[config.mk]
export PLATFORM = sky130hd
export DESIGN_NAME = bmd_median
export DESIGN_NICKNAME = d
export VERILOG_FILES = /design/src/bmd_pkg.sv /design/src/bmd_median.sv
export SDC_FILE = /design/constraint.sdc
export NUM_CORES = 1
export LEC_CHECK = 0
export ABC_AREA = 1
export BUFFER_PORTS_ARGS = -buffer_cell sky130_fd_sc_hd__clkbuf_2
export CAP_MARGIN = 15
export CORE_ASPECT_RATIO = 0.75
export CORE_MARGIN = 10
export CORE_UTILIZATION = 45
export CTS_BUF_LIST = sky130_fd_sc_hd__clkbuf_4
export DETAILED_ROUTE_END_ITERATION = 8
export PLACE_DENSITY_LB_ADDON = 0.3
export SLEW_MARGIN = 20
export SYNTH_ARGS = -nofsm -noshare
export SYNTH_HDL_FRONTEND = slang
export SYNTH_SLANG_ARGS = --single-unit
[constraint.sdc]
create_clock -name clk -period 2.3 [get_ports clk]
set_input_delay 0.46 -clock clk [delete_from_list [all_inputs] [get_ports clk]]
set_output_delay 0.46 -clock clk [all_outputs]
set_load 0.01 [all_outputs]
[src/bmd_pkg.sv]
package bmd_pkg;

    localparam int AMP_W   = 24;
    localparam int SQ_W    = 2 * AMP_W;
    localparam int OUT_W   = AMP_W + 1;
    localparam int TIME_W  = 16;
    localparam int MULT_W  = 16;
    localparam int GM_W    = 24;
    localparam int CFG_W   = 24;
    localparam int IDX_W   = 3;
    localparam int CNT_W   = 2;
    localparam int NBP     = 3;
    localparam int NNBR    = 4;

    localparam int APERTURE_DEF = 2;

    // pipeline depths, counted in registers
    localparam int AMP_LAT  = AMP_W + 2;
    localparam int THR_LAT  = MULT_W + 5;
    localparam int MED_LAT  = 2;
    localparam int LANE_LAT = AMP_W + 2;

    localparam logic [IDX_W-1:0] REG_GLOBAL_MEDIAN = 3'd0;
    localparam logic [IDX_W-1:0] REG_BP_COUNT      = 3'd1;
    localparam logic [IDX_W-1:0] REG_TIME_A        = 3'd2;
    localparam logic [IDX_W-1:0] REG_MULT_A        = 3'd3;
    localparam logic [IDX_W-1:0] REG_TIME_B        = 3'd4;
    localparam logic [IDX_W-1:0] REG_MULT_B        = 3'd5;
    localparam logic [IDX_W-1:0] REG_TIME_C        = 3'd6;
    localparam logic [IDX_W-1:0] REG_MULT_C        = 3'd7;

    localparam logic [MULT_W-1:0] MULT_ONE = 16'd256;

endpackage

[src/bmd_median.sv]
module bmd_median
    import bmd_pkg::*;
#(
    parameter int WIN = 5
)
(
    input  logic             clk,
    input  logic             en,
    input  logic [AMP_W-1:0] vals [WIN],
    output logic [AMP_W-1:0] med
);

    localparam int RK_W = $clog2(WIN);
    localparam int MID  = WIN / 2;

    logic [WIN-1:0]   below_reg [WIN];
    logic [AMP_W-1:0] val_reg   [WIN];
    logic [AMP_W-1:0] med_reg;
    logic [AMP_W-1:0] med_next;

    // ties broken by position so the ranks form a permutation
    always_ff @(posedge clk)
    begin
        if (en)
        begin
            for (int i = 0; i < WIN; i++)
            begin
                val_reg[i] <= vals[i];
                for (int j = 0; j < WIN; j++)
                begin
                    below_reg[i][j] <= (vals[j] < vals[i]) ||
                                       ((vals[j] == vals[i]) && (j < i));
                end
            end
            med_reg <= med_next;
        end
    end

    always_comb
    begin
        logic [RK_W-1:0] rank;
        med_next = '0;
        for (int i = 0; i < WIN; i++)
        begin
            rank = '0;
            for (int j = 0; j < WIN; j++)
            begin
                rank = rank + RK_W'(below_reg[i][j]);
            end
            if (rank == RK_W'(MID))
            begin
                med_next = med_next | val_reg[i];
            end
        end
    end

    assign med = med_reg;

endmodule

=== After elaboration in Yosys (flattened, before gate mapping) ===
Memory sizes are Yosys's and may differ from the RTL's.
Index checks and enable logic that the tools add are counted.

* Add/sub/neg operators: 20
* $mul: 0
* Div/mod/pow operators: 0
* $lt $le $gt $ge: 25
* Equal/unequal tests: 15
* Shifts and indexed selects: 0
* Mux-type cells: 7
* Bitwise gates (word level): 4
* Reduce and logical (&&, ||, !) cells: 10

{| class="wikitable"
|+ Operator list
! cell !! count
|-
| $lt A24 B24 Y1 || 25
|-
| $eq A24 B24 Y1 || 10
|-
| $mux W24 || 5
|-
| $or A24 B24 Y24 || 4
|-
| $add A3 B1 Y3 || 10
|-
| $add A2 B1 Y3 || 5
|-
| $eq A3 B2 Y1 const B || 5
|-
| $add A1 B1 Y2 || 5
|-
| $logic_or A1 B1 Y1 || 10
|-
| $mux W1 || 2
|}

* Flip-flop bits (word level): 24
* Latch bits: 0
* Bits in writable memories: 145
* Bits in read-only memories: 0
* Output and inout bits: 24
* Word-level logic and storage cells: 84
* Memories kept: 2

{| class="wikitable"
|+ Memories
! name !! depth !! bits a word !! read ports !! clocked after memory_dff !! wr ports !! RTL line !! text
|-
| val_reg || 5 || 24 || 5 || 0 || 5 || bmd_median.sv:17 || <nowiki>logic [AMP_W-1:0] val_reg [WIN];</nowiki>
|-
| below_reg || 5 || 5 || 5 || 0 || 5 || bmd_median.sv:16 || <nowiki>logic [WIN-1:0] below_reg [WIN];</nowiki>
|}

=== Longest topological paths before layout ===
An unclocked memory read counts as a cell.

* Word-level depth: 15
* Gate-level depth with buffers: 12

=== Least setup slack after synthesis ===
Ideal clock, no wire load.

* Path kind: register to register
* Start: memory below_reg[1][0]
* End: register med_reg[11], in the netlist med[11] (data pin)
* Library setup time: 262 ps
* Data arrival time: 1,884 ps
* Path slack: 155 ps
* Cell stages (with the launch flop): 9
* Path buffers: 1
* Clock period less this slack: 2,145 ps
* Cells stage by stage: edfxtp_1 ha_1 fa_1 ha_1 nand3b_1 clkbuf_4 o21ai_2 a21oi_1 nand3_1

{| class="wikitable"
|+ RTL lines
! element !! RTL line !! text
|-
| start, declared || bmd_median.sv:16 ||
|-
| end signal, assigned || bmd_median.sv:35 || <nowiki>med_reg <= med_next;</nowiki>
|-
| end, declared || bmd_median.sv:18 || <nowiki>logic [AMP_W-1:0] med_reg;</nowiki>
|}

==> impl_metrics.toml <==
[clock_network]
cts.htree.levels = 4
cts_tree = "built"
cts_inserted_buffers = 17
worst_skew_pair.late_latency_ns = 0.60
cts_root_buffer = "sky130_fd_sc_hd__clkbuf_4"
cts.clk_slew.worst_paths_ns = 0.17
tritoncts_num_sinks = 164
clock_tree.buffer_depth = 2

[synth]
synth_edf_count = 164
mappedNetlistNets = 1705
synthesis.yosys.warnings = 0
synth-async-reset-ratio_pct = 0
syn_area_um2 = 12300
post_synth_inst_count = 1328
synth-main-ff-cell = "sky130_fd_sc_hd__edfxtp_1"
synth.largest_area_cell = "sky130_fd_sc_hd__edfxtp_1"
yosys.cell_count.top_type = "sky130_fd_sc_hd__nand2_1"
average_instance_area_after_synthesis_um2 = 9.27
synth_top_cells_by_count = "335 x sky130_fd_sc_hd__nand2_1, 250 x sky130_fd_sc_hd__ha_1, 203 x sky130_fd_sc_hd__inv_1"
yosysTopAreaCellShare_pct = 40.0
synth_sequential_area_ratio_pct = 40.0
post_synthesis_cell_type_count = 26
yosys_register_bits = 164
yosys-top-cells-area = "sky130_fd_sc_hd__edfxtp_1 40%, sky130_fd_sc_hd__ha_1 25%, sky130_fd_sc_hd__nand2_1 10%"

[setup_path]
startpoint = "below_reg[0][3]$_DFFE_PP_"
cp_max_fo = 12
worst_r2r_setup_slack_ns = -0.002
reg2reg_from = "below_reg[0][3]$_DFFE_PP_"
r2r-end = "med[13]$_DFFE_PP_"
timing.critical_path.required_ns = 2.75
worstPathArrival_ns = 2.76
critical_path.endpoint = "med[13]$_DFFE_PP_"
r2r.worst_path.cells = 9
end_kind = "flip-flop"
criticalPathCategory = "flip-flop to flip-flop"
critPathLaunchType = "flip-flop"

[global_routing]
grt_usage_pct = 19.8
grt_pass1_vias = 9657
gr-total-overflow = 0
antenna_violations_before_repair = 1
grt_pass1_wl_mm = 52.6
largest_net_degree_at_the_start_of_global_routing = 46

[routing]
wire_per_inst_um = 18.2
drtAntennaViolNets = 0
detail_route.wirelength_mm = 34.0
drc = 0
detail_route.first_pass.iterations = 6
dr.first_iter.drc_count = 781
vias_per_cell = 5.23
num_vias = 9804

[finish]
largest_register_ff_count = 120
fillCellCount = 2527
multiInputGateArea_um2 = 6600
seq_area_um2 = 4920
flow.area_growth_from_synthesis_pct = 15.5
layout-drive-gt1-share_pct = 17.9
number_of_nets_in_the_final_layout = 1887

[sta]
fin_setup_tns_ns = -0.00170
timing.slew.headroom_pct = 68.6
finalCriticalPeriod_ns = 2.30
timing.fmax_mhz = 434
setup_viol = 1
final_min_period_over_clock_period_pct = 100
slew_violations = 0
worst_slack_ns = -0.00170
skew_ns = 0.0376
rsz_0062_raised_after_global_routing = "true"
tightest_slew_ns = 0.471
final_hold_viol_count = 0

[die]
die_area_um2 = 34400
i_o_pin_cnt = 146
die_width_um = 211
core-area_um2 = 26900
floorplan.initialDensity_pct = 45.7
die_h_um = 163
row_count = 52

[outcome]
run_status = "finished, violations left"
failed_checks = "negative setup slack"

[power_and_ir_drop]
max-vdd-ir-drop_v = 0.000321
total_power_mw = 9.24
power_density_nw_per_um2 = 649
leakage_nw = 7.11

[run]
max_cap_violations = 0

[place]
detailed_place_hpwl_mm = 27.3
preCtsSetupSlack_ns = -0.345
port_buffers = 145
finalWeightedCongestion = 0.907

[min_path]
worst_hold_path_type = "input pin to flip-flop"
where the power goes:
group,internal [mW],switching [mW]
Clock,0.625,1.24
Combinational,1.47,2.02
Sequential,3.78,0.114
logic make-up after synthesis:
logic type / share of synthesized area [%]
and+or+nand+nor: 17.5
adders and majority gates: 26.2
buffers and inverters: 6.84
AOI/OAI and AO/OA: 9.42
DFF: 40.0
layer usage:
metal | GRT usage (%) | up-vias | wire (µm)
met5 | 0 | - | 0
met4 | 5.22 | 0 | 577
met3 | 3.54 | 33 | 1990
met2 | 31.5 | 267 | 15400
met1 | 27.2 | 4622 | 16100
li1 | - | 4882 | -
metrics by stage:
step	std cells	instance area [µm²]	util (%)	hold slack, ns
floorplan	1328	12300	-	0.503
global placement	1829	13700	50.7	0.511
detailed placement	1829	13700	50.7	0.516
CTS	1870	14100	52.4	0.00148
global route	1875	14200	52.8	0.00380
finish	1875	14200	52.8	0.0523
how the worst min path moves through the flow:
stage	start	endpoint	cells after the start
detailed placement	val_reg[0][74]$_DFFE_PP_	med[2]$_DFFE_PP_	2
floorplan	val_reg[0][92]$_DFFE_PP_	med[20]$_DFFE_PP_	2
finish	vals[30]	val_reg[0][78]$_DFFE_PP_	1
global placement	val_reg[0][88]$_DFFE_PP_	med[16]$_DFFE_PP_	2
global route	vals[30]	val_reg[0][78]$_DFFE_PP_	1
CTS	vals[33]	val_reg[0][81]$_DFFE_PP_	1
timing repair:
item / CTS / global route
endpoints found under the hold margin: 0 / 3
setup buffers: 7 / 0
hold buffers: 0 / 3
resized for setup: 5 / 11
pin swaps: 3 / 7
cloned: 2 / 1
setup endpoints to repair: 24 / 24
cell type report:
type	instances	area share (%)
Inverter	203	5.36
Timing Repair Buffer	173	8.22
Tap cell	351	3.09
Sequential cell	164	34.6
Multi-Input combinational cell	951	46.4
Clock buffer	17	0.897
Antenna cell	1	0.0176
Clock inverter	15	1.42
critical path, stage by stage, from the launching register on:
cell                        delay (ns)
sky130_fd_sc_hd__edfxtp_1         0.41
sky130_fd_sc_hd__ha_1             0.33
sky130_fd_sc_hd__fa_2             0.37
sky130_fd_sc_hd__ha_4             0.27
sky130_fd_sc_hd__nor3b_4          0.27
sky130_fd_sc_hd__clkbuf_16        0.26
sky130_fd_sc_hd__nand2_1          0.08
sky130_fd_sc_hd__o21ai_2          0.06
sky130_fd_sc_hd__a21oi_2          0.04
sky130_fd_sc_hd__nand3_1          0.06
layout by cell type, fill, tap and decap left out, types with 19 or more instances in the layout:
cell                       synthesis  layout
sky130_fd_sc_hd__inv_1           203     203
sky130_fd_sc_hd__nand3_1          19      19
sky130_fd_sc_hd__nor2_1          101     101
sky130_fd_sc_hd__o21ai_2          20      20
sky130_fd_sc_hd__edfxtp_1        164     164
sky130_fd_sc_hd__ha_1            250     248
sky130_fd_sc_hd__a21oi_2          23      24
sky130_fd_sc_hd__a21oi_1          97      96
sky130_fd_sc_hd__clkbuf_2          0     144
sky130_fd_sc_hd__nand4_1          23      23
sky130_fd_sc_hd__nand2_1         335     334
Note: power is estimated with default switching activity, not from simulation.
