===== src/bmd_pkg.sv =====
package bmd_pkg;

    localparam int AMP_W   = 24;
    localparam int SQ_W    = 2 * AMP_W;
    localparam int OUT_W   = AMP_W + 1;
    localparam int TIME_W  = 16;
    localparam int MULT_W  = 16;
    localparam int GM_W    = 24;
    localparam int CFG_W   = 24;
    localparam int IDX_W   = 3;
    localparam int CNT_W   = 2;
    localparam int NBP     = 3;
    localparam int NNBR    = 4;

    localparam int APERTURE_DEF = 2;

    // pipeline depths, counted in registers
    localparam int AMP_LAT  = AMP_W + 2;
    localparam int THR_LAT  = MULT_W + 5;
    localparam int MED_LAT  = 2;
    localparam int LANE_LAT = AMP_W + 2;

    localparam logic [IDX_W-1:0] REG_GLOBAL_MEDIAN = 3'd0;
    localparam logic [IDX_W-1:0] REG_BP_COUNT      = 3'd1;
    localparam logic [IDX_W-1:0] REG_TIME_A        = 3'd2;
    localparam logic [IDX_W-1:0] REG_MULT_A        = 3'd3;
    localparam logic [IDX_W-1:0] REG_TIME_B        = 3'd4;
    localparam logic [IDX_W-1:0] REG_MULT_B        = 3'd5;
    localparam logic [IDX_W-1:0] REG_TIME_C        = 3'd6;
    localparam logic [IDX_W-1:0] REG_MULT_C        = 3'd7;

    localparam logic [MULT_W-1:0] MULT_ONE = 16'd256;

endpackage


===== src/bmd_isqrt.sv =====
module bmd_isqrt
    import bmd_pkg::*;
(
    input  logic                    clk,
    input  logic                    en,
    input  logic signed [AMP_W-1:0] re,
    input  logic signed [AMP_W-1:0] im,
    output logic [AMP_W-1:0]        amp
);

    localparam int RW = AMP_W + 2;

    logic [AMP_W-1:0] ure;
    logic [AMP_W-1:0] uim;
    logic [SQ_W-1:0]  sq_re_reg;
    logic [SQ_W-1:0]  sq_im_reg;
    logic [SQ_W-1:0]  sum_reg;

    logic [RW-1:0]    rem_reg  [AMP_W];
    logic [AMP_W-1:0] root_reg [AMP_W];
    logic [SQ_W-1:0]  v_reg    [AMP_W];

    assign ure = re[AMP_W-1] ? AMP_W'(-re) : AMP_W'(re);
    assign uim = im[AMP_W-1] ? AMP_W'(-im) : AMP_W'(im);

    always_ff @(posedge clk)
    begin
        if (en)
        begin
            sq_re_reg <= ure * ure;
            sq_im_reg <= uim * uim;
            sum_reg   <= sq_re_reg + sq_im_reg;
        end
    end

    // digit-by-digit root, one result bit per stage
    for (genvar i = 0; i < AMP_W; i++)
    begin : g_root
        logic [RW-1:0]    rem_in;
        logic [AMP_W-1:0] root_in;
        logic [SQ_W-1:0]  v_in;
        logic [RW+1:0]    cur;
        logic [RW+1:0]    trial;
        logic [RW+1:0]    diff;
        logic             ge;

        if (i == 0)
        begin : g_first
            assign rem_in  = '0;
            assign root_in = '0;
            assign v_in    = sum_reg;
        end
        else
        begin : g_next
            assign rem_in  = rem_reg[i-1];
            assign root_in = root_reg[i-1];
            assign v_in    = v_reg[i-1];
        end

        assign cur   = {rem_in, v_in[SQ_W-1:SQ_W-2]};
        assign trial = (RW+2)'({root_in, 2'b01});
        assign diff  = cur - trial;
        assign ge    = cur >= trial;

        always_ff @(posedge clk)
        begin
            if (en)
            begin
                rem_reg[i]  <= ge ? diff[RW-1:0] : cur[RW-1:0];
                root_reg[i] <= {root_in[AMP_W-2:0], ge};
                v_reg[i]    <= {v_in[SQ_W-3:0], 2'b00};
            end
        end
    end

    assign amp = root_reg[AMP_W-1];

endmodule


===== config.mk =====
export PLATFORM = sky130hd
export DESIGN_NAME = bmd_isqrt
export DESIGN_NICKNAME = d
export VERILOG_FILES = /design/src/bmd_pkg.sv /design/src/bmd_isqrt.sv
export SDC_FILE = /design/constraint.sdc
export NUM_CORES = 2
export LEC_CHECK = 0
export BUFFER_PORTS_ARGS = -buffer_cell sky130_fd_sc_hd__buf_4
export CAP_MARGIN = 20
export CORE_ASPECT_RATIO = 0.8
export CORE_UTILIZATION = 40
export DETAILED_ROUTE_END_ITERATION = 8
export PLACE_DENSITY_LB_ADDON = 0.25
export RECOVER_POWER = 100
export SLEW_MARGIN = 20
export SYNTH_ARGS = -nofsm -noshare
export SYNTH_HDL_FRONTEND = slang
export SYNTH_SLANG_ARGS = --single-unit

===== constraint.sdc =====
create_clock -name clk -period 8.59 [get_ports clk]
set_input_delay 0.4295 -clock clk [delete_from_list [all_inputs] [get_ports clk]]
set_output_delay 0.4295 -clock clk [all_outputs]
set_load 0.05 [all_outputs]

# Yosys cells after proc, flatten, opt, wreduce, memory -nomap -nowiden
# Memories as Yosys holds them, arrays and structs flattened.
# Cells that the tools add are included.
[totals]
regBits = 144
ramBits = 2304
inputBits = 50
output_inout_bits = 24
wordCells = 87
memories = 3
[classes]
n_addsub = 27
n_mul = 2
order_cmp = 24
n_mux = 28
[memory_table]
columns = ["memory", "depth", "word_bits", "rd", "rd_clocked_by_memory_dff", "write_ports", "line", "text"]
rows = [
  ["v_reg", 24, 46, 23, 0, 24, "bmd_isqrt.sv:21", "logic [SQ_W-1:0] v_reg [AMP_W];"],
  ["rem_reg", 24, 26, 23, 0, 24, "bmd_isqrt.sv:19", "logic [RW-1:0] rem_reg [AMP_W];"],
  ["root_reg", 24, 24, 24, 0, 24, "bmd_isqrt.sv:20", "logic [AMP_W-1:0] root_reg [AMP_W];"],
]
[op_table]
columns = ["cell", "n"]
rows = [
  ["28-bit by 26-bit greater-or-equal comparator with 1-bit output", 23],
  ["26-bit 2-to-1 mux", 24],
  ["26-bit subtractor", 23],
  ["24-bit by 24-bit multiplier with 48-bit output", 2],
  ["48-bit adder", 1],
  ["24-bit 2-to-1 mux", 2],
  ["24-bit negator", 2],
  ["2-bit by 1-bit subtractor with 3-bit output (second input constant)", 1],
  ["2-bit by 1-bit greater-or-equal comparator with 1-bit output (second input constant)", 1],
  ["1-bit 2-to-1 mux", 2],
]

# Longest topological paths before layout
[logic_depth]
depth_word = 3
mapped_depth = 37
ltp_nobuf = 35

# Worst setup path before layout
# OpenSTA, ideal clock, no wires.
[synth_path]
path_type = "input -> register"
startpoint = "input port im[0]"
endpoint = "register sq_im_reg[42] (data pin)"
setup_time_ps = 259
arrival_ps = 8873
t_required_ps = 8331
path_slack_ps = -542
stages = 31
n_path_buf = 3
path_cell_list = "inv_1 clkbuf_1 ha_1 nand3b_1 or4_4 or4_4 inv_2 nand2_2 o41ai_4 xor2_2 buf_6 nor2_1 fa_1 inv_1 fa_1 fa_1 fa_1 inv_1 fa_1 fa_1 fa_1 ha_1 clkbuf_1 a21o_1 a21oi_1 inv_1 a2111oi_0 a211oi_1 or2_2 a41oi_1 xnor2_1"
[synth_via]
elab_chain_cells = 3
[synth_lines]
columns = ["item", "line", "text"]
rows = [
  ["start, declared", "bmd_isqrt.sv:7", "input logic signed [AMP_W-1:0] im,"],
  ["24-bit negator", "bmd_isqrt.sv:24", "assign uim = im[AMP_W-1] ? AMP_W'(-im) : AMP_W'(im);"],
  ["24-bit 2-to-1 mux *", "bmd_isqrt.sv:24", ""],
  ["24-bit by 24-bit multiplier with 48-bit output *", "bmd_isqrt.sv:31", "sq_im_reg <= uim * uim;"],
  ["end signal, assigned", "bmd_isqrt.sv:31", ""],
  ["end, declared", "bmd_isqrt.sv:16", "logic [SQ_W-1:0] sq_im_reg;"],
]
# Mark *: on every way between the ends. The rest lies on a longest branch, timed or not.
# A chain may end at the register's enable or synchronous reset.

# Final worst setup path
[layout_path]
startpoint = "input port im[8]"
endpoint = "register sq_im_reg[42] (data pin)"
# Same word-level chain as after synthesis.

==> flow_summary_export.csv <==
group,metric,value,unit
status,status,"complete, but fails checks",
status,violations,"max-capacitance violations, max-slew violations",
clock_tree,cts.sinks,1557,
critical_path,cp.buffers_inverters,8,
final_layout,stdcell_count,13298,
critical_path,worst_setup_path_start_kind,"input pin",
routing,wl_per_cell,17.5,µm
clock_tree,cts_htree_levels,4,
final_layout,layout_commonest_cell,"inv_1",
routing,viasPerCell,4.98,
die,core_area,257000,µm²
synth,synth_area_leader_cell,"edfxtp_1",
synth,avgSynthCellArea,11.5,µm²
timing,maxSlewViolCount,885,
final_layout,fin_util,46.0,%
synth,synth.distinct_cells,96,
critical_path,worstSetupPathType,"in -> reg",
die,pin_count,74,
place,gp_congestion,0.902,
routing,ant_nets,0,
die,die_area,262000,µm²
synth,ys_ff_latch,1557,
critical_path,r2r-end,"rem_reg[2][181]",
critical_path,arrival,8.85,ns
critical_path,cp_slowest_stage_delay,0.53,ns
critical_path,cp-end-kind,"flip-flop",
critical_path,reg2reg_slack,2.90,ns
clock_tree,path_clk_slew,0.06,ns
place,portBuffers,73,
die,num_rows,166,
timing,period_share,97.1,%
critical_path,endpoint,"sq_im_reg[42]",
die,die_h,458,µm
routing,drt-initial-drc-count,4437,
critical_path,cp.depth,31,
synth,synth_cells,8992,
place,place_inst,13011,
global_route,grt_pass1_wl,372000,µm
global_route,grt_usage,17.9,%
synth,synth_edf_count,1557,
timing,setup_violations,0,
critical_path,cp_common_cell,"fa_1",
timing,layout_setup_ws,0.245,ns
critical_path,worst_r2r_path_depth,13,
place,dpl.hpwl,185000,µm
routing,num_vias,66286,
synth,ys_async_sr_fraction,0,%
synth,netlist_area,104000,µm²
critical_path,cp_top_family,"adder cells",
timing,fmax,120,MHz
critical_path,critPathRequiredTime,9.09,ns
critical_path,setup.worst_path.start,"im[8]",
synth,yosys_warnings,0,
timing,hold_viol,0,
job,drv_cap,16,
global_route,grt_max_degree,185,
timing,relSlewSlack,-387,%
timing,clock_skew,0.0547,ns
hold_path,hp-class,"in -> reg",
final_layout,largest_reg_flops,563,
routing,drt_wl_total,233000,µm
synth,yosysSeqAreaShare,45.0,%
critical_path,cp_slowest_cell,"or4_4",
final_layout,fin_nets,11353,
final_layout,drive_gt1_share,10.3,%
global_route,grt_overflow_total,0,
clock_tree,clockRootBuffer,"clkbuf_16",
clock_tree,numCtsBuffers,158,
final_layout,layout_common_cells,"inv_1, edfxtp_1, fa_1",
global_route,grt_pass1_vias,68387,
routing,drc,0,
clock_tree,cts_buffer_depth,3,
timing,grt_setup_unrepaired,"false",
final_layout,area_growth,13.9,%
synth,yosysTopAreaCellShare,45.0,%
timing,tightestPinTransition,7.30,ns
routing,dr.pass1.iters,6,
critical_path,critical_path.max_fanout,6,
synth,synthTopCellsByArea,"edfxtp_1, fa_1, ha_1, inv_1, xnor2_1",
synth,synth_ff_type,"edfxtp_1",
global_route,antenna_found_initial,3,
place,dp_slack,-0.606,ns
critical_path,timing.rr.start,"rem_reg[2][130]",
die,start_util,40.4,%
die,die_x,572,µm
clock_tree,tritoncts,"done",
timing,fin_crit,8.34,ns
clock_tree,insertion_delay,0.79,ns
how the worst min path moves through the flow:
stage / start / slack, ns / depth (start not counted) / end
6_report: im[1] / 0.18 / 3 / sq_im_reg[2]
3_3_place_gp: v_reg[0][315] / 0.40 / 0 / v_reg[0][363]
4_1_cts: re[0] / 0.08 / 2 / sq_re_reg[0]
3_5_place_dp: v_reg[0][58] / 0.40 / 0 / v_reg[0][106]
5_1_grt: im[1] / 0.14 / 3 / sq_im_reg[2]
2_1_floorplan: g_root[0].v_in[0] / 0.40 / 0 / v_reg[0][0]
logic make-up (layout without fill, tap and decap cells):
| kind of cell | Yosys count | count (layout) | share of synthesized area, % |
|---|---|---|---|
| xor+xnor | 622 | 622 | 5.29 |
| buf+inv | 1747 | 2571 | 6.34 |
| other cells | 2 | 40 | 0.00723 |
| compound gates | 1298 | 1298 | 7.91 |
| simple gates | 2133 | 2133 | 9.60 |
| mux | 59 | 59 | 0.638 |
| flops | 1557 | 1557 | 45.0 |
| fa+ha+maj | 1574 | 1574 | 25.2 |
final cells by class:
| type | instances | area [µm²] |
|---|---|---|
| antenna | 1 | 2.50 |
| clock buffer | 185 | 4060 |
| clock inverter | 99 | 1080 |
| fill | 23554 | 139000 |
| inverter | 1592 | 5980 |
| multi-input combinational | 5725 | 50800 |
| sequential | 1557 | 46800 |
| tap | 3444 | 4310 |
| timing repair buffer | 695 | 5220 |
cells in the mapped netlist (21+ instances only):
library cell,n
a211oi_1,30
a21boi_0,33
a21o_1,169
a21oi_1,414
a31oi_1,35
and2_1,42
and3_1,42
clkbuf_1,141
edfxtp_1,1557
fa_1,859
ha_1,715
inv_1,1577
mux2_2,57
nand2_1,638
nand2b_1,75
nand3_1,99
nand3b_1,21
nand4_1,60
nor2_1,675
nor2b_1,71
nor3_1,150
nor4_1,71
o211ai_1,25
o21a_1,94
o21ai_0,269
o21bai_1,38
o31ai_1,46
or2_2,39
or3_1,62
or4_1,31
xnor2_1,361
xor2_1,257
routing by layer:
metal / up-vias / wire, µm / global-route usage [%] / share of wire (%)
met4: 0 / 4560 / 4.08 / 2.0
met3: 294 / 9560 / 2.21 / 4.1
met2: 1318 / 113000 / 30.3 / 48
li1: 31833 / - / - / -
met5: - / 0 / 0 / 0
met1: 32841 / 106000 / 24.6 / 46
worst min-delay path: stages:
cell and delay [ns]:
buf_4 0.09, buf_4 0.15, ha_1 0.15
repair_timing:
action | 4_1_cts | 5_1_grt
hold buffers | 0 | 0
buffers inserted | 0 | 2
setup endpoints to repair | 0 | 19
resized for setup | 0 | 27
through the flow:
step | area (µm²) | TNS (ns) | hold slack [ns]
finish | 118000 | 0 | 0.179
CTS | 118000 | 0 | 0.0833
floorplan | 104000 | -0.0382 | 0.400
detailed placement | 113000 | -15.06 | 0.405
global placement | 113000 | -11.84 | 0.400
global route | 118000 | 0 | 0.145
Power is left out: the tool's default activity adds up to more than one toggle a clock period on the data nets, which glitch-free logic cannot reach.
