==> src/bmd_pkg.sv <==
package bmd_pkg;

    localparam int AMP_W   = 24;
    localparam int SQ_W    = 2 * AMP_W;
    localparam int OUT_W   = AMP_W + 1;
    localparam int TIME_W  = 16;
    localparam int MULT_W  = 16;
    localparam int GM_W    = 24;
    localparam int CFG_W   = 24;
    localparam int IDX_W   = 3;
    localparam int CNT_W   = 2;
    localparam int NBP     = 3;
    localparam int NNBR    = 4;

    localparam int APERTURE_DEF = 2;

    // pipeline depths, counted in registers
    localparam int AMP_LAT  = AMP_W + 2;
    localparam int THR_LAT  = MULT_W + 5;
    localparam int MED_LAT  = 2;
    localparam int LANE_LAT = AMP_W + 2;

    localparam logic [IDX_W-1:0] REG_GLOBAL_MEDIAN = 3'd0;
    localparam logic [IDX_W-1:0] REG_BP_COUNT      = 3'd1;
    localparam logic [IDX_W-1:0] REG_TIME_A        = 3'd2;
    localparam logic [IDX_W-1:0] REG_MULT_A        = 3'd3;
    localparam logic [IDX_W-1:0] REG_TIME_B        = 3'd4;
    localparam logic [IDX_W-1:0] REG_MULT_B        = 3'd5;
    localparam logic [IDX_W-1:0] REG_TIME_C        = 3'd6;
    localparam logic [IDX_W-1:0] REG_MULT_C        = 3'd7;

    localparam logic [MULT_W-1:0] MULT_ONE = 16'd256;

endpackage

==> src/bmd_pipe.sv <==
module bmd_pipe
    import bmd_pkg::*;
#(
    parameter int W = 1,
    parameter int N = 1
)
(
    input  logic         clk,
    input  logic         en,
    input  logic [W-1:0] d,
    output logic [W-1:0] q
);

    logic [W-1:0] stage_reg [N];

    always_ff @(posedge clk)
    begin
        if (en)
        begin
            stage_reg[0] <= d;
            for (int i = 1; i < N; i++)
            begin
                stage_reg[i] <= stage_reg[i-1];
            end
        end
    end

    assign q = stage_reg[N-1];

endmodule

==> src/bmd_div.sv <==
module bmd_div
    import bmd_pkg::*;
#(
    parameter int DW = 16,
    parameter int QW = 16
)
(
    input  logic              clk,
    input  logic              en,
    input  logic [DW+QW-1:0]  num,
    input  logic [DW-1:0]     den,
    output logic [QW-1:0]     quo
);

    // restoring divider, one quotient bit per stage; needs num < den * 2^QW
    logic [DW-1:0] rem_reg [QW];
    logic [QW-1:0] sh_reg  [QW];
    logic [DW-1:0] den_reg [QW];

    for (genvar i = 0; i < QW; i++)
    begin : g_stage
        logic [DW-1:0] rem_in;
        logic [QW-1:0] sh_in;
        logic [DW-1:0] den_in;
        logic [DW:0]   trial;
        logic [DW:0]   diff;
        logic          ge;

        if (i == 0)
        begin : g_first
            assign rem_in = num[DW+QW-1:QW];
            assign sh_in  = num[QW-1:0];
            assign den_in = den;
        end
        else
        begin : g_next
            assign rem_in = rem_reg[i-1];
            assign sh_in  = sh_reg[i-1];
            assign den_in = den_reg[i-1];
        end

        assign trial = {rem_in, sh_in[QW-1]};
        assign diff  = trial - {1'b0, den_in};
        assign ge    = trial >= {1'b0, den_in};

        always_ff @(posedge clk)
        begin
            if (en)
            begin
                rem_reg[i] <= ge ? diff[DW-1:0] : trial[DW-1:0];
                sh_reg[i]  <= {sh_in[QW-2:0], ge};
                den_reg[i] <= den_in;
            end
        end
    end

    assign quo = sh_reg[QW-1];

endmodule

==> src/bmd_lane.sv <==
module bmd_lane
    import bmd_pkg::*;
(
    input  logic                    clk,
    input  logic                    en,
    input  logic [AMP_W-1:0]        med,
    input  logic signed [AMP_W-1:0] comp,
    input  logic [AMP_W-1:0]        amp,
    output logic signed [OUT_W-1:0] res
);

    logic [AMP_W-1:0]        ucomp;
    logic [SQ_W-1:0]         prod_reg;
    logic [AMP_W-1:0]        amp_reg;
    logic                    neg_reg;
    logic                    neg_d;
    logic [AMP_W-1:0]        quo;
    logic signed [OUT_W-1:0] res_reg;

    assign ucomp = comp[AMP_W-1] ? AMP_W'(-comp) : AMP_W'(comp);

    always_ff @(posedge clk)
    begin
        if (en)
        begin
            prod_reg <= med * ucomp;
            amp_reg  <= amp;
            neg_reg  <= comp[AMP_W-1];
        end
    end

    // |comp| <= amp, so the quotient never exceeds the median unless amp is zero
    bmd_div #(
        .DW (AMP_W),
        .QW (AMP_W)
    ) u_div (
        .clk (clk),
        .en  (en),
        .num (prod_reg),
        .den (amp_reg),
        .quo (quo)
    );

    bmd_pipe #(
        .W (1),
        .N (AMP_W)
    ) u_sign (
        .clk (clk),
        .en  (en),
        .d   (neg_reg),
        .q   (neg_d)
    );

    always_ff @(posedge clk)
    begin
        if (en)
        begin
            res_reg <= neg_d ? -$signed({1'b0, quo}) : $signed({1'b0, quo});
        end
    end

    assign res = res_reg;

endmodule
==> config.mk <==
export PLATFORM = sky130hd
export DESIGN_NAME = bmd_lane
export DESIGN_NICKNAME = d
export VERILOG_FILES = /design/src/bmd_pkg.sv /design/src/bmd_pipe.sv /design/src/bmd_div.sv /design/src/bmd_lane.sv
export SDC_FILE = /design/constraint.sdc
export NUM_CORES = 2
export LEC_CHECK = 0
export BUFFER_PORTS_ARGS = -buffer_cell sky130_fd_sc_hd__buf_2
export CAP_MARGIN = 25
export CORE_MARGIN = 1
export CORE_UTILIZATION = 55
export CTS_BUF_LIST = sky130_fd_sc_hd__clkbuf_2
export DETAILED_ROUTE_END_ITERATION = 10
export MAX_ROUTING_LAYER = met4
export PLACE_DENSITY = 0.71
export SETUP_SLACK_MARGIN = 0.1
export SYNTH_ARGS = -nofsm -noshare
export SYNTH_HDL_FRONTEND = slang
export SYNTH_HIERARCHICAL = 1
export SYNTH_SLANG_ARGS = --single-unit
==> constraint.sdc <==
create_clock -name clk -period 24.3 [get_ports clk]
set_clock_uncertainty 0.05 [all_clocks]
set_input_delay 1.215 -clock clk [delete_from_list [all_inputs] [get_ports clk]]
set_output_delay 1.215 -clock clk [all_outputs]
set_load 0.02 [all_outputs]
# After elaboration in Yosys (flattened, before gate mapping)
# Memory sizes are Yosys's and may differ from the RTL's.
# Cells that the tools add are included.
[totals] reg_bits=98 ramBits=1752 output_inout_bits=25 elab_cells=88 n_memories=4
[mem_list] memory="u_div.den_reg" depth=24 width=24 read_ports=23 rd_ports_with_merged_regs=0 wr=24 line_no="bmd_div.sv:18" text="logic [DW-1:0] den_reg [QW];"
[mem_list] memory="u_div.rem_reg" depth=24 width=24 read_ports=23 rd_ports_with_merged_regs=0 wr=24 line_no="bmd_div.sv:16" text="logic [DW-1:0] rem_reg [QW];"
[mem_list] memory="u_div.sh_reg" depth=24 width=24 read_ports=24 rd_ports_with_merged_regs=0 wr=24 line_no="bmd_div.sv:17" text="logic [QW-1:0] sh_reg [QW];"
[mem_list] memory="u_sign.stage_reg" depth=24 width=1 read_ports=24 rd_ports_with_merged_regs=0 wr=24 line_no="bmd_pipe.sv:14" text="logic [W-1:0] stage_reg [N];"
[classes] add_sub_neg=26 multipliers=1 n_lt_le_gt_ge=24 mux=28
[op_table] operator="two-way mux 24 bit" n=26
[op_table] operator="greater-or-equal comparator 25 x 24 -> 1 bit" n=24
[op_table] operator="subtractor 24 bit" n=24
[op_table] operator="multiplier 24 x 24 -> 48 bit" n=1
[op_table] operator="negation 24 -> 25 bit" n=1
[op_table] operator="negation 24 bit" n=1
[op_table] operator="two-way mux 1 bit" n=2

# Longest topological paths before layout
[logic_depth] ltp_word=3 ltp_mapped=34 mapped_depth_nobuf=31

# Cells and area by module
# Netlist, hierarchy kept.
[by_module_without_submodules] mod="bmd_div" n_inst=1 cells_per_inst=6801 area_each_um2=85145.4 seq_area_each_um2=50448.4
[by_module_without_submodules] mod="bmd_lane" n_inst=1 cells_per_inst=2380 area_each_um2=22735.6 seq_area_each_um2=2942.8
[by_module_without_submodules] mod="bmd_pipe" n_inst=1 cells_per_inst=24 area_each_um2=720.7 seq_area_each_um2=720.7

# Least setup slack after synthesis
# Ideal clock, no wire load.
[synth_path] path_kind="input-to-reg" start="input comp[0]" end="register prod_reg[43] (data pin)" setup_ns=0.176 t_arrival_ns=8.265 path_slack_ns=15.808 stages=30 path_cell_list="clkbuf_1 > inv_1 > ha_1 > nor2b_1 > nand3_1 > o21ai_0 > xnor2_1 > clkbuf_1 > nand2_1 > fa_1 > inv_1 > fa_1 > inv_1 > fa_1 > fa_1 > inv_1 > fa_1 > fa_1 > inv_1 > fa_1 > inv_1 > ha_1 > clkbuf_1 > a21o_1 > o21bai_1 > a211oi_1 > o21ai_0 > a2111oi_4 > or4b_1 > o311ai_2"
[synth_via] elab_chain_cells=3
[synth_lines] item="start, declared" line_no="bmd_lane.sv:7" text="input logic signed [AMP_W-1:0] comp,"
[synth_lines] item="negation 24 bit" line_no="bmd_lane.sv:20" text="assign ucomp = comp[AMP_W-1] ? AMP_W'(-comp) : AMP_W'(comp);"
[synth_lines] item="two-way mux 24 bit (*)" line_no="bmd_lane.sv:20"
[synth_lines] item="multiplier 24 x 24 -> 48 bit (*)" line_no="bmd_lane.sv:26" text="prod_reg <= med * ucomp;"
[synth_lines] item="end signal, assigned" line_no="bmd_lane.sv:26"
[synth_lines] item="end, declared" line_no="bmd_lane.sv:13" text="logic [SQ_W-1:0] prod_reg;"
# Mark *: on every way between the ends. The rest lies on a longest branch, timed or not.
# A chain may end at the register's enable or synchronous reset.

# Worst setup path after layout
# Ends and elaborated chain as after synthesis.

==> run_results.csv <==
group,metric,value,unit
timing,rsz0062_at_grt,"false",
hold_path,hold_class,"flop to flop",
die,die_w,446.4,microns
routing,avgViaCountPerCell,5.562,
placement,gp_congestion,0.9088,
routing,drt_iter0_drc,4906,
synthesis,syn_nets,10540,
synthesis,synth_top_area_cell,"edfxtp_1",
synthesis,async_flop_share,0,%
grt,antenna_found_initial,5,
setup_path,slowest_stage,"fa_1",
setup_path,worstSetupPathType,"input pin to flop",
timing,tns,0,ps
synthesis,yosysTopAreaCellShare,49.83,%
finish,drive_above_1_share,11.95,%
timing,fmax,0.1183,GHz
grt,grtUsageTotal,24.41,%
grt,grt_max_degree,177,
routing,vias,70280,
synthesis,synth.most_common_cell,"edfxtp_1",
clock_tree,htree_levels,5,
setup_path,required,25850,ps
clock_tree,clockRootBuffer,"clkbuf_2",
hold_path,min_to,"u_div/sh_reg[2][28]$_DFFE_PP_",
synthesis,synth-edff-count,1802,
placement,numPortBuffers,98,
timing,hold_viol_final,0,
die,core_area,195600,sq um
timing,tightest_slew,1217,ps
hold_path,hp-start,"u_div/sh_reg[2][3]$_DFFE_PP_",
synthesis,yosys_warnings,6,
setup_path,cp_slowest_stage_delay,540,ps
routing,first_pass_iters,6,
synthesis,synth.ff_latch_count,1802,
grt,grt_pass1_vias,71800,
hold_path,worstHoldPathCells,0,
die,start_util,55.52,%
grt,overflow,0,
setup_path,r2r_start,"u_div/rem_reg[2][98]$_DFFE_PP_",
synthesis,yosysSeqAreaShare,49.83,%
synthesis,synth_commonest_cells,"1802 x edfxtp_1, 1241 x inv_1, 785 x nand2_1",
die,die_y,446.4,microns
finish,syn2layout_area_growth,7.561,%
setup_path,r2r_end,"u_div/rem_reg[2][130]$_DFFE_PP_",
clock_tree,clock_path_buffers,4,
timing,setup_viol,0,
timing,fin_crit,8452,ps
routing,routed_wl,233200,microns
setup_path,crit_arrival,10000,ps
finish,largest_reg_flops,576,
finish,nNetsFinal,11000,
timing,slew_violations,0,
clock_tree,cts.clk_slew.worst_paths,100,ps
synthesis,avgSynthCellArea,11.80,sq um
run,cap_violations,0,
routing,wl_per_cell,18.45,microns
grt,grt_pass1_wl,375200,microns
setup_path,worst_setup_path_start_kind,"input pin",
timing,slew_headroom,18.84,%
synthesis,synthCells,9205,
setup_path,worstSetupEndpointType,"flop",
die,dieArea,199200,sq um
clock_tree,cts_num_sinks,1802,
die,io_pins,99,
routing,drc,0,
clock_tree,insertion_delay,1890,ps
routing,ant_nets,0,
outcome,outcome,"finished clean",
synthesis,ys.flop_type,"edfxtp_1",
synthesis,synth.area.top_cells,"edfxtp_1 50%, fa_1 9.3%, ha_1 8.7%",
synthesis,synthesis.area,108600,sq um
die,rows,162,
setup_path,reg2reg_slack,20040,ps
setup_path,rr_worst_depth,11,
setup_path,crit_top_cell,"fa_1",
clock_tree,cts_made_buffers,459,
synthesis,ys_types,117,
setup_path,cp_max_fo,26,
clock_tree,tritoncts,"built",
timing,fin_crit_sh,34.78,%
placement,dpl.hpwl,169100,microns
==> area by class of cell <==
cell class                      count  area [sq um]
Timing Repair Buffer              219          1629
Tap cell                         2624          3283
Sequential cell                  1802         54110
Fill cell                       15850         78790
Clock buffer                      628          3143
Clock inverter                    167         819.5
Antenna cell                       11         27.53
Inverter                         1241          4658
Multi-Input combinational cell   5945         49140
==> worst max path at each step <==
stage / startpoint / endpoint / slack (ps) / cells after the start
detailed placement: comp[0] / prod_reg[43]$_DFFE_PP_ / 14630 / 27
global placement: comp[0] / prod_reg[43]$_DFFE_PP_ / 14830 / 27
global route: comp[0] / prod_reg[42]$_DFFE_PP_ / 15580 / 29
finish: comp[0] / prod_reg[43]$_DFFE_PP_ / 15850 / 28
floorplan: comp[0] / prod_reg[43]$_DFFE_PP_ / 15810 / 30
CTS: comp[0] / prod_reg[43]$_DFFE_PP_ / 16130 / 28
==> per-layer routing <==
layer	global-route usage [%]	routed length, microns	up-vias
met5	-	0	-
met4	8.269	6757	0
met3	3.561	11460	493
met2	40.59	115400	1904
met1	30.62	99540	34340
li1	-	-	33540
==> repair_timing <==
action,in CTS,in global routing
gates resized for setup,0,0
hold endpoints to repair,193,0
hold buffers,55,0
setup buffers,0,0
==> per-stage QoR <==
step	hold WS [ps]	util [%]	worst slack, ps	area [sq um]	std cells
floorplan	350.3	-	15810	108600	9205
global placement	350.4	57.36	14830	112200	11770
detailed placement	354.5	57.36	14630	112200	11770
CTS	57.70	59.67	16130	116700	12620
global route	182.2	59.72	15580	116800	12640
finish	210.3	59.72	15850	116800	12640
==> cells by family after synthesis <==
group / after synthesis / share of synthesized area (%)
fa+ha+maj: 1257 / 17.97
simple gates: 2051 / 8.989
xor+xnor: 533 / 4.298
compound gates: 1829 / 10.85
buf+inv: 1458 / 5.166
mux: 275 / 2.896
flops: 1802 / 49.83
==> critical path: cells and delay by family <==
kind / cells / cell delay [ps]
AND/OR/NAND/NOR: 6 / 1620
XOR/XNOR: 1 / 390
adder cells (fa/ha/maj): 8 / 3800
AO/OA/AOI/OAI: 7 / 1920
buffers and inverters: 6 / 1020
==> cells in the final DEF, fill, tap and decap left out, types with 66 or more instances in the layout <==
cell,n
edfxtp_1,1802
inv_1,1241
nand2_1,785
ha_1,752
clkbuf_2,628
a21oi_1,584
fa_1,505
nor2_1,423
o21ai_0,409
xnor2_1,345
a21o_1,229
mux2_2,208
and2_1,181
xor2_1,170
nor2b_1,133
clkinv_1,124
nand2b_1,97
buf_2,97
nand3_1,91
nand4_1,88
o21a_1,87
nor3_1,81
o21bai_1,66
Power is left out: the tool's default activity adds up to more than one toggle a clock period on the data nets, which glitch-free logic cannot reach.
