`config.mk`:
```
export PLATFORM = sky130hd
export DESIGN_NAME = bmd_div
export DESIGN_NICKNAME = d
export VERILOG_FILES = /design/src/bmd_pkg.sv /design/src/bmd_div.sv
export SDC_FILE = /design/constraint.sdc
export NUM_CORES = 1
export LEC_CHECK = 0
export BUFFER_PORTS_ARGS = -buffer_cell sky130_fd_sc_hd__buf_2
export CORE_ASPECT_RATIO = 0.75
export CORE_UTILIZATION = 30
export CTS_BUF_LIST = sky130_fd_sc_hd__clkbuf_8 sky130_fd_sc_hd__clkbuf_16
export CTS_CLUSTER_DIAMETER = 200
export CTS_CLUSTER_SIZE = 30
export DETAILED_ROUTE_END_ITERATION = 8
export PLACE_DENSITY = 0.43
export RECOVER_POWER = 25
export SYNTH_ARGS = -nofsm -noshare
export SYNTH_HDL_FRONTEND = slang
export SYNTH_SLANG_ARGS = --single-unit
```
`constraint.sdc`:
```
create_clock -name clk -period 3.2 [get_ports clk]
set_input_delay 0.16 -clock clk [delete_from_list [all_inputs] [get_ports clk]]
set_output_delay 0.16 -clock clk [all_outputs]
set_load 0.05 [all_outputs]
```
`src/bmd_pkg.sv`:
```
package bmd_pkg;

    localparam int AMP_W   = 24;
    localparam int SQ_W    = 2 * AMP_W;
    localparam int OUT_W   = AMP_W + 1;
    localparam int TIME_W  = 16;
    localparam int MULT_W  = 16;
    localparam int GM_W    = 24;
    localparam int CFG_W   = 24;
    localparam int IDX_W   = 3;
    localparam int CNT_W   = 2;
    localparam int NBP     = 3;
    localparam int NNBR    = 4;

    localparam int APERTURE_DEF = 2;

    // pipeline depths, counted in registers
    localparam int AMP_LAT  = AMP_W + 2;
    localparam int THR_LAT  = MULT_W + 5;
    localparam int MED_LAT  = 2;
    localparam int LANE_LAT = AMP_W + 2;

    localparam logic [IDX_W-1:0] REG_GLOBAL_MEDIAN = 3'd0;
    localparam logic [IDX_W-1:0] REG_BP_COUNT      = 3'd1;
    localparam logic [IDX_W-1:0] REG_TIME_A        = 3'd2;
    localparam logic [IDX_W-1:0] REG_MULT_A        = 3'd3;
    localparam logic [IDX_W-1:0] REG_TIME_B        = 3'd4;
    localparam logic [IDX_W-1:0] REG_MULT_B        = 3'd5;
    localparam logic [IDX_W-1:0] REG_TIME_C        = 3'd6;
    localparam logic [IDX_W-1:0] REG_MULT_C        = 3'd7;

    localparam logic [MULT_W-1:0] MULT_ONE = 16'd256;

endpackage

```
`src/bmd_div.sv`:
```
module bmd_div
    import bmd_pkg::*;
#(
    parameter int DW = 16,
    parameter int QW = 16
)
(
    input  logic              clk,
    input  logic              en,
    input  logic [DW+QW-1:0]  num,
    input  logic [DW-1:0]     den,
    output logic [QW-1:0]     quo
);

    // restoring divider, one quotient bit per stage; needs num < den * 2^QW
    logic [DW-1:0] rem_reg [QW];
    logic [QW-1:0] sh_reg  [QW];
    logic [DW-1:0] den_reg [QW];

    for (genvar i = 0; i < QW; i++)
    begin : g_stage
        logic [DW-1:0] rem_in;
        logic [QW-1:0] sh_in;
        logic [DW-1:0] den_in;
        logic [DW:0]   trial;
        logic [DW:0]   diff;
        logic          ge;

        if (i == 0)
        begin : g_first
            assign rem_in = num[DW+QW-1:QW];
            assign sh_in  = num[QW-1:0];
            assign den_in = den;
        end
        else
        begin : g_next
            assign rem_in = rem_reg[i-1];
            assign sh_in  = sh_reg[i-1];
            assign den_in = den_reg[i-1];
        end

        assign trial = {rem_in, sh_in[QW-1]};
        assign diff  = trial - {1'b0, den_in};
        assign ge    = trial >= {1'b0, den_in};

        always_ff @(posedge clk)
        begin
            if (en)
            begin
                rem_reg[i] <= ge ? diff[DW-1:0] : trial[DW-1:0];
                sh_reg[i]  <= {sh_in[QW-2:0], ge};
                den_reg[i] <= den_in;
            end
        end
    end

    assign quo = sh_reg[QW-1];

endmodule

```
**After elaboration in Yosys (flattened, before gate mapping)**

Memory sizes are Yosys's and may differ from the RTL's.
Index checks and enable logic that the tools add are counted.

- Equal/unequal tests: 0
- Shifts and indexed selects: 0
- $mul: 0
- Multiplexer cells: 18
- Reduce and logical (&&, ||, !) cells: 0
- Add/sub/neg operators: 16
- Bitwise operators: 0
- Div/mod/pow operators: 0
- Order comparisons: 16

Operators with widths:

| operator | number |
|---|---|
| greater-or-equal comparator 17 x 16 -> 1 bit | 16 |
| two-way mux 16 bit | 16 |
| subtractor 16 bit | 16 |
| two-way mux 1 bit | 2 |

- Memories: 3
- Output and inout bits: 16
- Memory bits (read-only): 0
- Bits in registers: 0
- Bits in writable memories: 768
- Bits in latches: 0
- Bits of input ports: 50
- Logic and storage cells: 53

Memory list:

| memory | depth | bits a word | read ports | clocked after Yosys merged registers in | write ports | RTL line | RTL |
|---|---|---|---|---|---|---|---|
| den_reg | 16 | 16 | 15 | 0 | 16 | bmd_div.sv:18 | `logic [DW-1:0] den_reg [QW];` |
| rem_reg | 16 | 16 | 15 | 0 | 16 | bmd_div.sv:16 | `logic [DW-1:0] rem_reg [QW];` |
| sh_reg | 16 | 16 | 16 | 0 | 16 | bmd_div.sv:17 | `logic [QW-1:0] sh_reg [QW];` |

**Logic depth before layout (Yosys ltp)**

Gate-level depths: netlist of the first run.

- Depth after elaboration: 2
- Depth in mapped cells: 14
- Gate-level depth less buffers: 12

**Worst setup path before layout of the first run**

Ideal clock, no wire load.

- Kind: register -> register
- From: memory den_reg[13][1] (netlist: den_reg[1][81])
- To: memory rem_reg[14][8] (netlist: rem_reg[1][104]), data pin
- Clock period less this slack: 3307 ps
- Data arrival time: 3047 ps
- Stages on the path, launching flop included: 14
- Library setup time: 260 ps
- Buffers on the path: 2
- Required time: 2940 ps
- Slack: -107 ps
- Path through: edfxtp_1 -> inv_1 -> ha_1 -> nor2b_4 -> o21ai_2 -> a21boi_1 -> o31ai_2 -> a31oi_1 -> a41o_1 -> or4_1 -> a311o_1 -> buf_6 -> buf_8 -> mux2_4

RTL lines:

| element | RTL line |
|---|---|
| start: declaration | bmd_div.sv:18 |
| end: declaration | bmd_div.sv:16 |

==> flow_summary.toml, run 1 <==
[run_status]
status = "finished, violations left"
failed_checks = "setup timing"

[power]
combPwrFrac_pct = 48.3
p_sw_share_pct = 34.40
powerDensity_nw_per_um2 = 876.1
internal_power_uw = 24490
leakage_uw = 0.01702
ir_worst_vdd_uv = 497.3
clkPwrFrac_pct = 12.2
seq_power_share_pct = 39.5
power.switching_uw = 12840

[yosys]
syn_area_um2 = 36620
yosys_register_bits = 736
synth_edf_count = 736
synth_top_area_share_pct = 60.35
synth_nets = 3067
syn_inst = 2746
yosys_warnings = 0
synthTopCellsByArea = "edfxtp_1 (60%), ha_1 (8.7%), mux2_2 (5.4%)"
ys_types = 69
synth_area_leader_cell = "edfxtp_1"
ys_seq_area_share_pct = 60.35
syn_avg_cell_area_um2 = 13.34
async_flop_share_pct = 0
synth-main-ff-cell = "edfxtp_1"

[setup_path]
slowest_stage = "or4_1"
path_cells = "inv_2 -> ha_4 -> nor2b_4 -> o21ai_2 -> a21boi_2 -> o31ai_2 -> buf_4 -> a31oi_4 -> a41o_1 -> or4_1 -> a311o_1 -> buf_12 -> mux2_4"
path_max_fanout = 16
cp.arrival_ns = 3.73
path_buf_inv = 3
critical-path-max-stage-delay_ns = 0.49
start_kind = "flip-flop"
worst-setup-path-type = "flip-flop to flip-flop"
crit_family = "compound AO/OA/AOI/OAI gates"
endpoint_kind = "flip-flop"
crit_required_ns = 3.62

[place]
place_hpwl_um = 57120
place.gp.congestion = 0.8564
dpl-instance-area_um2 = 40650
port_buffers = 65

[timing]
worst_slack_ns = -0.1074
rsz0062_at_grt = "yes"
timing.final.crit_share_pct = 103.4
worst_slew_pin_slew_ns = 0.7553
slew_headroom_pct = 48.94
report.final.slew_viol_count = 0
finalClockSkew_ns = 0.01928
fin_crit_ns = 3.307
whs_ns = 0.1985
setup-violations-final = 30
fmax_mhz = 302.4
finalSetupTns_ns = -2.081
hold_violations = 0

[detailed_routing]
avgRoutedWirePerCell_um = 16.72
first_pass_iters = 5
via_count = 21860
wl_met1_um = 43920
top_layer = "met4"
via_per_inst = 4.639
first_iter_violations = 1490
wl_um = 78800
drc = 0
ant_nets = 0
wl_met3_um = 2949
wl_met2_um = 30590

[final_layout]
largest_reg_flops = 256
fin_area_um2 = 42610
nFillCells = 11650
syn_to_final_growth_pct = 16.37
fin_nets = 3409
final_common_cell = "edfxtp_1"
multi_input_area_um2 = 13680
seq_area_um2 = 22100
most-common-layout-cells = "edfxtp_1 (736), inv_1 (312), ha_1 (251)"
fin_util_pct = 35.34
diodes = 0
drive_gt1_share_pct = 18.49

[clock_tree]
insertion_delay_ns = 0.66
htreeDepth = 1
clockBufferDepth = 3
cts_tree = "yes"
clk_transition_reported_paths_ns = 0.12
clkSinkCount = 736
cts-root-buf = "clkbuf_16"
cts_made_buffers = 28

[die]
initial_utilization_pct = 30.37
rows = 110
fp.coreArea_um2 = 120600
pin_count = 66
die_w_um = 405.4
dieArea_um2 = 123500
die_y_um = 304.6

[global_routing]
grt-ovfl-total = 0
antenna_found_initial = 0
grt_pass1_vias = 21790
grt_pass1_wl_um = 123700
grt_max_degree = 97
track_usage_pct = 12.48

[min_path]
hold_path.class = "primary input to flip-flop"

[job]
drv_cap = 0
==> worst reg2reg max path, delay by kind of cell, from the launching register on <==
| family | cells | cell delay (ns) |
|---|---|---|
| simple gates | 2 | 0.61 |
| compound gates | 6 | 1.09 |
| flops | 1 | 0.43 |
| mux | 1 | 0.31 |
| buf+inv | 3 | 0.45 |
| fa+ha+maj | 1 | 0.20 |
==> synth_stat cells, types with 16 or more instances <==
cell type and instances:
a211oi_1 22, a21boi_0 17, a21o_1 84, a21oi_1 129, and3_1 16, edfxtp_1 736, ha_1 256, inv_1 315
mux2_2 175, mux2i_1 27, nand2_1 100, nand2b_1 25, nand3_1 36, nand4_1 31, nor2_1 157, nor2b_1 36
nor3_1 45, o21a_1 31, o21ai_0 100, xnor2_1 112, xor2_1 62
==> what timing repair did <==
item | CTS | global route
endpoints found under the hold margin | 84 | 0
pin swaps | 5 | 35
gates resized for setup | 63 | 72
gates cloned | 2 | 1
hold buffers | 49 | 0
endpoints found under the setup margin | 122 | 162
buffers inserted | 9 | 19
==> power by group through the flow <==
stage	clock (uW)	combinational [uW]	sequential [uW]
6_report	4560	18000	14800
5_1_grt	5160	19800	15000
4_1_cts	4930	17500	14800
3_5_place_dp	0	16600	15000
3_3_place_gp	0	16300	15000
2_1_floorplan	0	11800	14500
==> routing by layer <==
metal  GRT usage (%)  up-vias
met5               0        -
met4           2.264        0
met3           1.464       52
met2           17.15      355
met1           20.60    10650
li1                -    10800
==> cell families after synthesis <==
group / synth area share (%)
adder cells (fa/ha/maj): 9.567
multiplexers: 6.407
XOR/XNOR: 4.162
buffers and inverters: 3.577
AND/OR/NAND/NOR: 6.779
flip-flops: 60.35
AO/OA/AOI/OAI: 9.154
==> layout make-up <==
type                            instances  area share [%]
Clock inverter                          1         0.03817
Sequential cell                       736           51.86
Clock buffer                           29           1.703
Multi-Input combinational cell       1669           32.11
Inverter                              315           2.775
Tap cell                             1624           4.768
Timing Repair Buffer                  338           6.744
==> metrics by stage <==
stage / instances / worst slack, ns / total power [uW]
after floorplan: 2746 / -0.04203 / 26280
after global placement: 4602 / -0.3424 / 31280
after detailed placement: 4602 / -0.4055 / 31640
after CTS: 4692 / -0.1675 / 37210
after global routing: 4712 / -0.2801 / 39990
final: 4712 / -0.1074 / 37340
==> worst paths after layout <==
check	startpoint	slack [ns]	cells after the start	to
max	den_reg[1][81]	-0.11	13	rem_reg[1][107]
min	num[4]	0.20	2	sh_reg[0][5]
max reg2reg	den_reg[1][81]	-0.11	13	rem_reg[1][107]
min reg2reg	sh_reg[2][3]	0.42	0	sh_reg[2][20]
No activity file was read; power rests on OpenSTA's default activity.
==> inputs of run 2 (changes only) <==
Settings changed: PLACE_DENSITY 0.43 to 0.41.
Clock period 3.2 ns to 4.1 ns, I/O delays scaled along.
==> flow_summary.toml, run 2 (same netlist as run 1, synthesis figures left out) <==
[power]
clkPwrFrac_pct = 13.2
ir_worst_vdd_uv = 381.8
internal_power_uw = 17710
seq_power_share_pct = 42.5
power.switching_uw = 9410
leakage_uw = 0.01584
combPwrFrac_pct = 44.3
p_sw_share_pct = 34.70
powerDensity_nw_per_um2 = 671.7

[final_layout]
diodes = 0
fin_nets = 3219
fin_area_um2 = 40380
most-common-layout-cells = "edfxtp_1 (736), inv_1 (315), ha_1 (256)"
syn_to_final_growth_pct = 10.26
largest_reg_flops = 256
final_common_cell = "edfxtp_1"
drive_gt1_share_pct = 10.94

[clock_tree]
cts-root-buf = "clkbuf_16"
cts_made_buffers = 28
htreeDepth = 1
cts_tree = "yes"
clkSinkCount = 736
insertion_delay_ns = 0.66
clockBufferDepth = 3
clk_transition_reported_paths_ns = 0.12

[run_status]
status = "finished, violations left"
failed_checks = "capacitance limit, slew limit"

[setup_path]
cp.arrival_ns = 4.29
reg2reg_depth = 12
worst-setup-path-type = "flip-flop to flip-flop"
start_kind = "flip-flop"
path_max_fanout = 16
timing.rr.start = "den_reg[1][17]"
crit_start = "den_reg[1][17]"
r2r-end = "rem_reg[1][38]"
crit_required_ns = 4.52
r2r_slack_ns = 0.24
endpoint_kind = "flip-flop"
endpoint = "rem_reg[1][38]"

[die]
die_y_um = 304.6
initial_utilization_pct = 30.37
dieArea_um2 = 123500
fp.coreArea_um2 = 120600
rows = 110
die_w_um = 405.4
pin_count = 66

[global_routing]
track_usage_pct = 12.17
grt-ovfl-total = 0
grt_pass1_vias = 20760
grt_max_degree = 127
grt_pass1_wl_um = 119900
antenna_found_initial = 1

[place]
port_buffers = 65
place.gp.congestion = 0.9005
dpl-instance-area_um2 = 39190
place_hpwl_um = 55170

[job]
drv_cap = 1

[timing]
timing.final.crit_share_pct = 94.21
fin_crit_ns = 3.863
fmax_mhz = 258.9
worst_slew_pin_slew_ns = 3.669
report.final.slew_viol_count = 65
rsz0062_at_grt = "no"
finalSetupTns_ns = 0
finalClockSkew_ns = 0.02464
slew_headroom_pct = -144.6
setup-violations-final = 0
hold_violations = 0

[min_path]
hold_path.class = "primary input to flip-flop"

[detailed_routing]
via_count = 20990
first_pass_iters = 5
wl_um = 76070
ant_nets = 0
avgRoutedWirePerCell_um = 16.82
drc = 0
via_per_inst = 4.642
first_iter_violations = 1486
run 2: cell count changes in the layout (fill, tap and decap cells not counted), sizes merged:
cell	change
buf	-191
clkbuf	+1
dlygate4sd3	-1
dlymetal6s4s	+1
run 2: area by class of cell:
type / count / area (um2)
repair buffers: 148 / 1095
multi-input cells: 1669 / 13220
well taps: 1624 / 2032
fillers: 11830 / 80190
flip-flops and latches: 736 / 22100
clock buffers: 29 / 725.7
inverters: 315 / 1182
clock inverters: 1 / 16.27
run 2: metal layers:
metal	part of all wire, %	track usage, %	vias up
li1	-	-	10410
met1	57	20.34	10140
met2	37	16.11	375
met3	3.9	1.705	61
met4	1.9	2.431	0
met5	0	0	-
run 2: per-stage QoR:
| stage | hold WS, ns | std cells | power [uW] | worst slack [ns] | utilization [%] |
|---|---|---|---|---|---|
| 4_1_cts | 0.001730 | 4522 | 27440 | 0.3207 | 33.52 |
| 6_report | 0.2428 | 4522 | 27120 | 0.2372 | 33.49 |
| 2_1_floorplan | 0.3039 | 2746 | 20510 | 0.7929 | - |
| 3_3_place_gp | 0.3827 | 4444 | 23350 | 0.3634 | 32.50 |
| 5_1_grt | 0.1781 | 4522 | 29130 | 0.03036 | 33.49 |
| 3_5_place_dp | 0.3831 | 4444 | 23570 | 0.3424 | 32.50 |
run 2: worst min path at each step:
stage / startpoint / cells past startpoint / to
after global routing: num[4] / 2 / sh_reg[0][5]
after CTS: en / 1 / sh_reg[0][0]
after global placement: num[11] / 1 / sh_reg[0][12]
after floorplan: den[0] / 0 / den_reg[0][0]
final: num[3] / 2 / sh_reg[0][4]
after detailed placement: num[5] / 1 / sh_reg[0][6]
run 2: what timing repair did:
item	CTS	global route
hold endpoints to repair	47	0
buffers inserted	0	0
hold buffers	48	0
resized for setup	0	0
run 2: critical path, stage by stage, from the launching register on:
cell and delay (ns):
edfxtp_1 0.45, inv_1 0.08, ha_1 0.24, nor2b_1 0.14, o21ai_0 0.21, a21boi_0 0.16, o21ai_0 0.32, a21oi_1 0.24
a21oi_1 0.55, a211oi_1 0.16, or4_1 0.52, buf_4 0.24, mux2_2 0.30
run 2: power groups by stage:
stage | Sequential [uW] | Combinational [uW] | Clock, uW
finish | 11500 | 12000 | 3590
global route | 11700 | 13400 | 4070
CTS | 11600 | 12000 | 3890
detailed placement | 11700 | 11800 | 0
global placement | 11700 | 11600 | 0
floorplan | 11300 | 9190 | 0
==> inputs of run 3 (changes only) <==
Settings changed: ABC_AREA set to 1, GPL_TIMING_DRIVEN set to 0.
==> flow_summary.toml, run 3 <==
[place]
place_hpwl_um = 92480
dp_cells = 6895
port_buffers = 65
place.gp.congestion = 0.8651

[yosys]
yosysMostFrequentCell = "nand2_1"
synth_common_cells = "nand2_1 (1,821), inv_1 (956), edfxtp_1 (736)"
async_flop_share_pct = 0
synth_area_leader_cell = "edfxtp_1"
synth_top_area_share_pct = 51.69
synth_nets = 5269
syn_inst = 4948
synthTopCellsByArea = "edfxtp_1 (52%), nand2_1 (16%), inv_1 (8.4%)"
ys_types = 40
synth-main-ff-cell = "edfxtp_1"
yosys_register_bits = 736
syn_avg_cell_area_um2 = 8.642
ys_seq_area_share_pct = 51.69
yosys_warnings = 0
syn_area_um2 = 42760
synth_edf_count = 736

[power]
power.switching_uw = 13340
ir_worst_vdd_uv = 298.7
powerDensity_nw_per_um2 = 642.9
internal_power_uw = 16770
p_sw_share_pct = 44.29
clkPwrFrac_pct = 12.0
combPwrFrac_pct = 49.6
seq_power_share_pct = 38.4
leakage_uw = 0.02283

[clock_tree]
cts_made_buffers = 28
htreeDepth = 1
cts_tree = "yes"
ctsHoldBuffers = 48
clk_transition_reported_paths_ns = 0.13
post_cts_resized = 0
clockBufferDepth = 3
post_cts_buffers = 0
cts-root-buf = "clkbuf_16"
clkSinkCount = 736
insertion_delay_ns = 0.68

[timing]
fin_crit_ns = 2.586
report.final.slew_viol_count = 0
timing.final.crit_share_pct = 63.07
slew_headroom_pct = 40.32
finalSetupTns_ns = 0
fmax_mhz = 386.7
worst_slew_pin_slew_ns = 0.8884
finalClockSkew_ns = 0.02771
setup-violations-final = 0
rsz0062_at_grt = "no"
hold_violations = 0

[detailed_routing]
wl_um = 115500
ant_nets = 0
via_count = 31080
drc = 4
first_iter_violations = 2713
avgRoutedWirePerCell_um = 16.56
first_pass_iters = 9
via_per_inst = 4.457

[die]
die_w_um = 437.9
pin_count = 66
die_y_um = 329.0
fp.coreArea_um2 = 140900
rows = 119
dieArea_um2 = 144100
initial_utilization_pct = 30.36

[setup_path]
worst-setup-path-type = "flip-flop to flip-flop"
timing.rr.start = "den_reg[1][61]"
reg2reg_depth = 14
start_kind = "flip-flop"
endpoint_kind = "flip-flop"
cp.arrival_ns = 3.14
path_max_fanout = 10
crit_start = "den_reg[1][61]"
r2r-end = "rem_reg[1][76]"
crit_required_ns = 4.65
r2r_slack_ns = 1.51

[global_routing]
grt-ovfl-total = 0
grt_pass1_vias = 29020
grt_pass1_wl_um = 176500
track_usage_pct = 15.88
antenna_found_initial = 1
grt_max_degree = 114

[min_path]
hold_path_depth = 7
min_from = "num[31]"
hold_path.class = "primary input to flip-flop"
min_to = "rem_reg[0][2]"

[final_layout]
syn_to_final_growth_pct = 9.528
seq_area_um2 = 22100
nFillCells = 14880
fin_util_pct = 33.25
final_common_cell = "nand2_1"
instances_no_fill = 6974
multi_input_area_um2 = 16630
fin_nets = 5419
most-common-layout-cells = "nand2_1 (1,821), inv_1 (956), edfxtp_1 (736)"
largest_reg_flops = 256
drive_gt1_share_pct = 4.492

[run_status]
failed_checks = "DRC"
status = "finished, violations left"

[job]
drv_cap = 0
-- run 3: kinds of logic after synthesis --
logic type	synth area share (%)
AND/OR/NAND/NOR	26.54
AO/OA/AOI/OAI	2.250
XOR/XNOR	1.905
buffers and inverters	9.428
adder cells (fa/ha/maj)	8.193
flip-flops	51.69
-- run 3: worst max path at each step --
stage,endpoint,depth (start not counted)
after floorplan,rem_reg[0][88],9
after global placement,sh_reg[3][44],1
after detailed placement,rem_reg[1][92],9
after CTS,rem_reg[1][76],14
after global routing,rem_reg[1][76],14
final,rem_reg[1][76],14
-- run 3: stage by stage --
| step | instance area, um2 | hold WS, ns | power [uW] | setup slack (ns) |
|---|---|---|---|---|
| 4_1_cts | 46860 | 0.1520 | 30330 | 1.615 |
| 6_report | 46830 | 0.2226 | 30110 | 1.514 |
| 3_3_place_gp | 45430 | 0.3838 | 26660 | -9.651 |
| 3_5_place_dp | 45630 | 0.3831 | 26490 | 1.637 |
| 2_1_floorplan | 42760 | 0.3039 | 21850 | 2.178 |
| 5_1_grt | 46830 | 0.1811 | 32830 | 1.374 |
-- run 3: worst max-delay path, cell delays in order, from the launching register on --
cell      delay [ns]
edfxtp_1        0.42
inv_1           0.06
ha_1            0.34
nand2_1         0.15
inv_1           0.26
nand2_1         0.09
nor2_1          0.20
nand2_1         0.12
nor2_1          0.11
nor2_1          0.06
nand2_2         0.07
buf_6           0.17
buf_8           0.17
nand3_2         0.12
nand2_1         0.09
-- run 3: power groups by stage --
stage / Sequential, uW / Combinational [uW] / Clock (uW)
detailed placement: 11800 / 14700 / 0
floorplan: 11200 / 10600 / 0
global placement: 12000 / 14700 / 0
global route: 11700 / 17000 / 4110
finish: 11600 / 14900 / 3630
CTS: 11600 / 14800 / 3910
-- run 3: cell type report --
class	instances	area share, %
Antenna cell	1	0.005343
Clock inverter	1	0.03473
Tap cell	1875	5.009
Inverter	960	7.694
Sequential cell	736	47.19
Buffer	52	0.9137
Multi-Input combinational cell	3200	35.50
Clock buffer	29	1.550
Timing Repair Buffer	120	2.100
-- run 3: per-layer routing --
metal  share of wire [%]  up-vias  track usage, %
met2                  36      633           20.26
met5                   0        -               0
met3                 5.5       47           2.091
met4                 1.2        0           1.923
met1                  57    14350           27.64
li1                    -    16050               -
